==> src/design/priority_ring_buffer_assert.svh <==
// Assertion macros for the priority ring buffer
`ifndef PRIORITY_RING_BUFFER_ASSERT_SVH
`define PRIORITY_RING_BUFFER_ASSERT_SVH

// same-cycle implication, sampled on clk, off during reset
`define PRB_ASSERT_NOW(label, ante, cons, msg) \
    label: assert property (@(posedge clk) disable iff (!rst_n) (ante) |-> (cons)) \
        else $error(msg);

// next-cycle implication, sampled on clk, off during reset
`define PRB_ASSERT_NEXT(label, ante, cons, msg) \
    label: assert property (@(posedge clk) disable iff (!rst_n) (ante) |=> (cons)) \
        else $error(msg);

`endif

==> src/design/prb_ram.sv <==
// Generic simple dual-port RAM with registered read
module prb_ram #(
    parameter int WIDTH = 8,
    parameter int DEPTH = 16
) (
    input  logic                     clk,
    input  logic                     we,
    input  logic [$clog2(DEPTH)-1:0] waddr,
    input  logic [WIDTH-1:0]         wdata,
    input  logic [$clog2(DEPTH)-1:0] raddr,
    output logic [WIDTH-1:0]         rdata
);

    logic [WIDTH-1:0] mem [DEPTH];
    logic [WIDTH-1:0] rdata_reg;

    always_ff @(posedge clk)
    begin
        if (we)
        begin
            mem[waddr] <= wdata;
        end
        rdata_reg <= mem[raddr];
    end

    assign rdata = rdata_reg;

endmodule

==> config.mk <==
export PLATFORM = sky130hd
export DESIGN_NAME = prb_ram
export DESIGN_NICKNAME = d
export VERILOG_FILES = /design/src/design/priority_ring_buffer_assert.svh /design/src/design/prb_ram.sv
export SDC_FILE = /design/constraint.sdc
export NUM_CORES = 1
export LEC_CHECK = 0
export CAP_MARGIN = 5
export CORE_ASPECT_RATIO = 0.8
export CORE_UTILIZATION = 53
export CTS_BUF_LIST = sky130_fd_sc_hd__clkbuf_8 sky130_fd_sc_hd__clkbuf_16
export DETAILED_ROUTE_END_ITERATION = 7
export DONT_BUFFER_PORTS = 1
export GPL_TIMING_DRIVEN = 0
export PLACE_DENSITY = 0.69
export SKIP_LAST_GASP = 1
export SLEW_MARGIN = 20
export SYNTH_ARGS = -nofsm -noshare
export SYNTH_HDL_FRONTEND = slang
export SYNTH_SLANG_ARGS = --single-unit
==> constraint.sdc <==
create_clock -name clk -period 1.9 [get_ports clk]
set_input_delay 0.095 -clock clk [delete_from_list [all_inputs] [get_ports clk]]
set_output_delay 0.095 -clock clk [all_outputs]
set_load 0.03 [all_outputs]
==> impl_metrics.py <==
metrics = {
    "die": {
        "die_y_um": 90.1,
        "initial_core_util": 0.558,
        "ios": 26,
        "core-area_um2": 9230,
        "dieArea_um2": 10100,
        "std_cell_rows": 31,
        "die_x_um": 112,
    },
    "timing": {
        "fmax_ghz": 0.718,
        "timing.final.crit_share": 0.733,
        "report.final.slew_viol_count": 0,
        "hold_viol": 0,
        "slew_headroom": 0.436,
        "rsz0062_at_grt": "no",
        "tightest_slew_ns": 0.843,
        "fin_crit_ns": 1.39,
        "setup_viol": 0,
        "fin_worst_skew_ns": 0.00531,
        "tns_ns": 0,
    },
    "run_status": {
        "violations": "DRC",
        "status": "finished, violations left",
    },
    "clocking": {
        "post_cts_buffers": 0,
        "cts_sinks": 136,
        "tritoncts": "built",
        "clockBufferDepth": 2,
        "h-tree-depth": 4,
        "cts_buffers": 17,
        "worst_skew_pair.late_latency_ns": 0.41,
        "cts-root-buf": "clkbuf_16",
        "path_clk_slew_ns": 0.05,
    },
    "worst_setup_path": {
        "cp-end-kind": "flop",
        "cp_max_fo": 8,
        "worstPathRequired_ns": 1.94,
        "crit_path_start_kind": "input pin",
        "path_cells": "dlygate4sd3_1, nor3_2",
        "critPathKind": "in -> reg",
        "crit_buf_inv": 1,
        "slowest_stage": "nor3_2",
        "slowest_delay_ns": 0.68,
        "cp_top_family": "simple AND/OR/NAND/NOR gates",
        "worstPathArrival_ns": 1.43,
    },
    "synthesis": {
        "synth_top_area_share": 0.747,
        "syn_area_um2": 5150,
        "ys_warn_count": 0,
        "synth_top_cells_by_area": "edfxtp_1 (75%), mux4_2 (7.9%), mux4_1 (7.1%)",
        "postSynthAreaPerCell_um2": 22.5,
        "synthCells": 229,
        "post_synth_num_cell_types": 19,
        "ys_ff_latch": 136,
        "async_reset_ff_frac": 0,
        "seq_area_frac_synth": 0.778,
        "yosysTopAreaCell": "edfxtp_1",
        "synth_nets": 247,
        "synth_edf_count": 128,
        "synth_ff_type": "edfxtp_1",
    },
    "power": {
        "p_sw_frac": 0.200,
        "seqPwrFrac": 0.500,
        "p_comb_frac": 0.043,
        "powerDensity_nw_per_um2": 1140,
        "peakVddDrop_mv": 0.885,
        "cellLeakagePower_nw": 2.00,
        "clkPwrFrac": 0.457,
        "intPower_mw": 5.47,
        "p_switching_mw": 1.37,
    },
    "route": {
        "drt_iter0_drc": 229,
        "drt-total-wl_mm": 10.1,
        "wl_per_cell_um": 26.2,
        "vias_per_cell": 6.17,
        "drcViolationCount": 2,
        "ant_nets": 0,
        "num_vias": 2380,
        "drtPass1Iterations": 7,
    },
    "worst_hold_path": {
        "hold_class": "in -> reg",
    },
    "layout": {
        "layout.nets": 276,
        "layout_commonest_cell": "edfxtp_1",
        "n_fill_cell": 617,
        "drive_gt1_frac": 0.210,
        "largest_reg_flops": 128,
        "areaGrowthSynthToFinish_pct": 16.1,
        "final_area_um2": 5980,
        "n_antenna_cell": 0,
        "mostFrequentLayoutCells": "edfxtp_1 (128), mux4_2 (18), clkbuf_16 (17)",
    },
    "placement": {
        "place_area_um2": 5310,
        "portBuffers": 0,
        "gp_congestion": 0.724,
        "dp_hpwl_mm": 6.08,
    },
    "flow_run": {
        "maxCapViolCount": 0,
    },
    "grt": {
        "antenna_found_initial": 0,
        "grt_use_total": 0.227,
        "grt_max_degree": 17,
        "overflow": 0,
        "grt_pass1_vias": 2454,
        "grt_pass1_wl_mm": 15.4,
    },
}
-- what timing repair did --
item                      in CTS  in global routing
hold endpoints to repair     160                  0
hold buffers                  10                  0
resized for setup              0                  0
-- synthesized netlist by cell type, types with 3 or more instances --
library cell	count
a22oi_1	16
buf_2	3
buf_6	3
clkdlybuf4s25_2	3
dfxtp_1	8
edfxtp_1	128
mux4_1	14
mux4_2	18
nand2_1	9
nor2_1	13
nor3_1	4
-- stage by stage --
stage               total power [mW]  cells  worst slack, ns   util  hold slack, ns
detailed placement              3.71    344            0.203  0.575           0.195
finish                          6.84    386            0.506  0.648          0.0356
CTS                             6.86    386            0.480  0.648          0.0174
global route                    7.03    386            0.432  0.648          0.0246
global placement                3.70    344          -0.0841  0.573           0.195
floorplan                       3.64    229            0.312      -           0.194
-- worst register-to-register path: stages, from the launching register on --
cell and delay, ns:
edfxtp_1 0.36, mux4_1 0.61, a22oi_1 0.23, nand2_1 0.08
-- final timing paths --
check	from	to	slack, ns	cells after the start
worst max-delay path	waddr[1]	mem[8][2]$_DFFE_PP_	0.51	2
worst min-delay path	raddr[1]	rdata[0]$_DFF_P_	0.04	3
worst max register to register	mem[5][1]$_DFFE_PP_	rdata[1]$_DFF_P_	0.51	3
worst min register to register	mem[0][2]$_DFFE_PP_	rdata[2]$_DFF_P_	0.69	3
-- metal layers --
metal / vias to the layer above / track usage / wire [um]
met5: - / 0 / 0
met4: 0 / 0.0900 / 105
met3: 10 / 0.0735 / 716
met1: 1247 / 0.337 / 4660
met2: 95 / 0.315 / 4650
li1: 1028 / - / -
-- power groups by stage --
stage               clock network [mW]  logic (mW)  registers (mW)
global route                      3.30       0.316            3.42
detailed placement                   0       0.233            3.48
CTS                               3.15       0.297            3.42
floorplan                            0       0.170            3.47
global placement                     0       0.229            3.47
finish                            3.12       0.295            3.42
-- logic make-up after synthesis --
family / count (synthesis) / share of synthesized area
flip-flops: 136 / 0.778
AND/OR/NAND/NOR: 35 / 0.0318
multiplexers: 32 / 0.150
buffers and inverters: 10 / 0.0168
AO/OA/AOI/OAI: 16 / 0.0233
-- cell type report --
cell class	count	area, um2	share of cell area
plain buffers	10	86.3	0.0144
well taps	115	144	0.0241
clock inverters	12	100	0.0167
clock buffers	20	467	0.0781
repair buffers	10	100	0.0167
flip-flops and latches	136	4000	0.670
multi-input cells	83	1080	0.180
(Power assumes the default switching activity.)
