**src/design/priority_ring_buffer_assert.svh**
```systemverilog
// Assertion macros for the priority ring buffer
`ifndef PRIORITY_RING_BUFFER_ASSERT_SVH
`define PRIORITY_RING_BUFFER_ASSERT_SVH

// same-cycle implication, sampled on clk, off during reset
`define PRB_ASSERT_NOW(label, ante, cons, msg) \
    label: assert property (@(posedge clk) disable iff (!rst_n) (ante) |-> (cons)) \
        else $error(msg);

// next-cycle implication, sampled on clk, off during reset
`define PRB_ASSERT_NEXT(label, ante, cons, msg) \
    label: assert property (@(posedge clk) disable iff (!rst_n) (ante) |=> (cons)) \
        else $error(msg);

`endif

```
**src/design/prb_pkg.sv**
```systemverilog
// Shared types, constants and helpers for the priority ring buffer
package prb_pkg;

    localparam int DEPTH = 64;
    localparam int PTR_W = $clog2(DEPTH);
    localparam int CNT_W = $clog2(DEPTH + 1);

    typedef logic [PTR_W-1:0] ptr_t;
    typedef logic [CNT_W-1:0] cnt_t;

    localparam ptr_t LAST_SLOT = PTR_W'(DEPTH - 1);
    localparam cnt_t FULL_CNT  = CNT_W'(DEPTH);

    localparam logic [1:0] CMD_STORE     = 2'd0;
    localparam logic [1:0] CMD_READ_OLD  = 2'd1;
    localparam logic [1:0] CMD_READ_PRIO = 2'd2;

    localparam logic [1:0] PRIO_MEDIUM = 2'd1;

    typedef struct packed {
        logic [31:0] topic;
        logic [31:0] message;
        logic [1:0]  prio;
        logic [31:0] stamp;
    } entry_t;

    localparam int ENTRY_W = $bits(entry_t);

    typedef struct packed {
        logic first;
        logic compare;
    } cmp_ctrl_t;

    typedef enum logic [2:0] {
        ST_IDLE,
        ST_FIFO_RD,
        ST_SCAN,
        ST_SHIFT_START,
        ST_SHIFT,
        ST_DONE
    } state_t;

    function automatic ptr_t next_slot(ptr_t p);
        return (p == LAST_SLOT) ? '0 : ptr_t'(p + 1'b1);
    endfunction

    function automatic ptr_t prev_slot(ptr_t p);
        return (p == '0) ? LAST_SLOT : ptr_t'(p - 1'b1);
    endfunction

endpackage

```
**src/design/prb_cmp.sv**
```systemverilog
// Shared priority compare unit holding the best entry seen in a scan
module prb_cmp (
    input  logic               clk,
    input  prb_pkg::cmp_ctrl_t ctrl,
    input  prb_pkg::entry_t    cand_entry,
    input  prb_pkg::ptr_t      cand_slot,
    output prb_pkg::entry_t    best_entry,
    output prb_pkg::ptr_t      best_slot
);

    prb_pkg::entry_t best_entry_reg;
    prb_pkg::entry_t best_entry_next;
    prb_pkg::ptr_t   best_slot_reg;
    prb_pkg::ptr_t   best_slot_next;
    logic            take;

    // strict less-than keeps the oldest of equal priorities
    always_comb
    begin
        take = ctrl.first || (ctrl.compare && (cand_entry.prio < best_entry_reg.prio));
        best_entry_next = take ? cand_entry : best_entry_reg;
        best_slot_next  = take ? cand_slot : best_slot_reg;
    end

    always_ff @(posedge clk)
    begin
        best_entry_reg <= best_entry_next;
        best_slot_reg  <= best_slot_next;
    end

    assign best_entry = best_entry_reg;
    assign best_slot  = best_slot_reg;

endmodule

```
**config.mk**
```make
export PLATFORM = sky130hd
export DESIGN_NAME = prb_cmp
export DESIGN_NICKNAME = d
export VERILOG_FILES = /design/src/design/priority_ring_buffer_assert.svh /design/src/design/prb_pkg.sv /design/src/design/prb_cmp.sv
export SDC_FILE = /design/constraint.sdc
export NUM_CORES = 1
export LEC_CHECK = 0
export BUFFER_PORTS_ARGS = -buffer_cell sky130_fd_sc_hd__buf_2
export CAP_MARGIN = 40
export CORE_MARGIN = 4
export CORE_UTILIZATION = 37
export CTS_CLUSTER_DIAMETER = 50
export CTS_CLUSTER_SIZE = 24
export DETAILED_ROUTE_END_ITERATION = 16
export GPL_ROUTABILITY_DRIVEN = 0
export PLACE_DENSITY = 0.75
export SLEW_MARGIN = 20
export SYNTH_ARGS = -nofsm -noshare
export SYNTH_HDL_FRONTEND = slang
export SYNTH_SLANG_ARGS = --single-unit
export TNS_END_PERCENT = 30
```
**constraint.sdc**
```tcl
create_clock -name clk -period 6.8 [get_ports clk]
set_input_delay 0.34 -clock clk [delete_from_list [all_inputs] [get_ports clk]]
set_output_delay 0.34 -clock clk [all_outputs]
set_load 0.02 [all_outputs]
```
==> flow_summary.json <==
{
  "min_period_over_period_pct": 37.7,
  "place_hpwl_um": 5600,
  "drt-total-wl_um": 7090,
  "synth_nets": 218,
  "synth_area_sq_um": 3170,
  "grt_first_pass_wirelength_um": 10100,
  "avgSynthCellArea_sq_um": 28.8,
  "fill_cells": 673,
  "power_w": 0.00132,
  "root_buffer": "clkbuf_8",
  "first_global_vias": 1992,
  "cts_tree": "yes",
  "yosysWarnings": 0,
  "drive_above_1_share_pct": 67.2,
  "max_slew_margin_pct": 48.6,
  "power_density_nw_per_um2": 289,
  "drv_slew": 0,
  "critical_path_arrival_ns": 2.59,
  "routedWlPerCell_um": 16.0,
  "cp-end-kind": "flip-flop",
  "ant_nets": 0,
  "postCtsHoldBufs": 0,
  "core_sq_um": 8260,
  "skew_ns": 0.00953,
  "synth_edf_count": 104,
  "worst_setup_path_start_kind": "flip-flop",
  "yosysTopAreaCell": "edfxtp_1",
  "hp-class": "primary input to flip-flop",
  "grt_usage_pct": 13.6,
  "nets": 441,
  "portBuffers": 210,
  "synth_flop_cell": "edfxtp_1",
  "antenna_found_initial": 0,
  "ys_ff_latch": 104,
  "cts_buffers": 9,
  "multiInputGateArea_sq_um": 57.6,
  "largest_reg_flops": 98,
  "peakVddDrop_v": 0.000158,
  "path_clk_slew_ns": 0.09,
  "max_slew.worst_pin.slew_ns": 0.768,
  "synth_common_cells": "edfxtp_1 (104), nor2b_1 (2)",
  "async_reset_ff_share_pct": 0,
  "drv_cap": 0,
  "synth_top_area_share_pct": 98.6,
  "setup_tns_ns": 0,
  "antenna_cells": 0,
  "regArea_sq_um": 3120,
  "grt_overflow_total": 0,
  "whs_ns": 0.157,
  "clk_latency_ns": 0.35,
  "cts_buffer_depth": 2,
  "place_ws_ns": 4.13,
  "max_freq_ghz": 0.390,
  "synthDistinctLibCells": 6,
  "synth.most_common_cell": "edfxtp_1",
  "ys_seq_area_share_pct": 98.6,
  "grt_setup_unrepaired": "false",
  "clkSinkCount": 104,
  "ios": 211,
  "synth_area_leaders": "edfxtp_1 (99%), ha_1 (0.40%), nor2b_1 (0.40%)",
  "leakage_nw": 1.98,
  "first_iter_violations": 62,
  "avgViaCountPerCell": 4.35,
  "layout_min_cycle_time_ns": 2.56,
  "outcome": "completed",
  "crit_fanout": 61,
  "path_class": "flip-flop to flip-flop",
  "required_ns": 6.83,
  "dieWidth_um": 101,
  "htree_levels": 3,
  "postCtsSetupBuffers": 0,
  "grt_start_max_net_pins": 62,
  "start_util_pct": 38.3,
  "final_hold_viol_count": 0,
  "cts_resized": 0,
  "dieArea_sq_um": 10100,
  "setup_viol": 0,
  "syn_inst": 110,
  "first_pass_iters": 4,
  "syn_to_final_growth_pct": 44.4,
  "worst_slack_ns": 4.24,
  "drc": 0,
  "die_h_um": 101,
  "rows": 33,
  "vias": 1925
}
[logic make-up (layout without fill, tap and decap cells)]
group                    after synthesis  count (layout)  share of synthesized area (%)
AO/OA/AOI/OAI                          1               1                          0.277
adder cells (fa/ha/maj)                1               1                          0.395
buffers and inverters                  1             229                          0.118
flip-flops                           104             104                           98.6
AND/OR/NAND/NOR                        3               3                          0.593
[power breakdown]
group	switching, W	total [W]	internal, W
Clock	0.000199	0.000332	0.000133
Sequential	0.0000133	0.000791	0.000778
Combinational	0.000131	0.000196	0.0000649
[worst max-delay path, stage by stage (launching register included)]
cell and delay [ns]:
edfxtp_1 0.39, inv_1 0.07, ha_1 0.22, nor2b_1 0.16, a2bb2oi_4 0.63, buf_4 0.41
buf_16 0.32
[cell usage in the layout, fill, tap and decap left out]
cell / n
clkbuf_8: 9
buf_16: 1
clkinv_2: 1
a2bb2oi_4: 1
clkinv_1: 2
inv_6: 2
inv_1: 1
nor2b_1: 2
clkinv_4: 1
edfxtp_1: 104
ha_1: 1
buf_4: 1
clkinvlp_4: 1
nand2b_1: 1
buf_2: 210
[per-layer routing]
| metal | GRT usage (%) | vias up | part of all wire [%] |
|---|---|---|---|
| li1 | - | 888 | - |
| met1 | 14.5 | 899 | 34 |
| met2 | 23.7 | 128 | 52 |
| met3 | 5.12 | 10 | 12 |
| met4 | 6.53 | 0 | 1.8 |
| met5 | 0 | - | 0 |
[stage by stage]
step                util (%)  area [sq um]  std cells
floorplan                  -          3170        110
global placement        53.0          4370        426
detailed placement      53.3          4400        427
CTS                     55.4          4570        443
global route            55.4          4570        443
finish                  55.4          4570        443
[cell type report]
class,instances,area share (%)
inverters,1,0.0821
multi-input cells,5,1.26
well taps,105,2.87
repair buffers,212,23.8
clock inverters,7,1.01
clock buffers,9,2.71
flip-flops and latches,104,68.3
[path summary, 6_finish.rpt]
| path | from | cells after the start | slack (ns) | end |
|---|---|---|---|---|
| worst min register to register | best_entry[32]$_DFFE_PP_ | 2 | 0.95 | best_entry[33]$_DFFE_PP_ |
| worst max-delay path | best_entry[33]$_DFFE_PP_ | 6 | 4.24 | best_entry[27]$_DFFE_PP_ |
| worst max register to register | best_entry[33]$_DFFE_PP_ | 6 | 4.24 | best_entry[27]$_DFFE_PP_ |
| worst min-delay path | cand_entry[5] | 1 | 0.16 | best_entry[5]$_DFFE_PP_ |
Power figures use the tool's default switching activity.
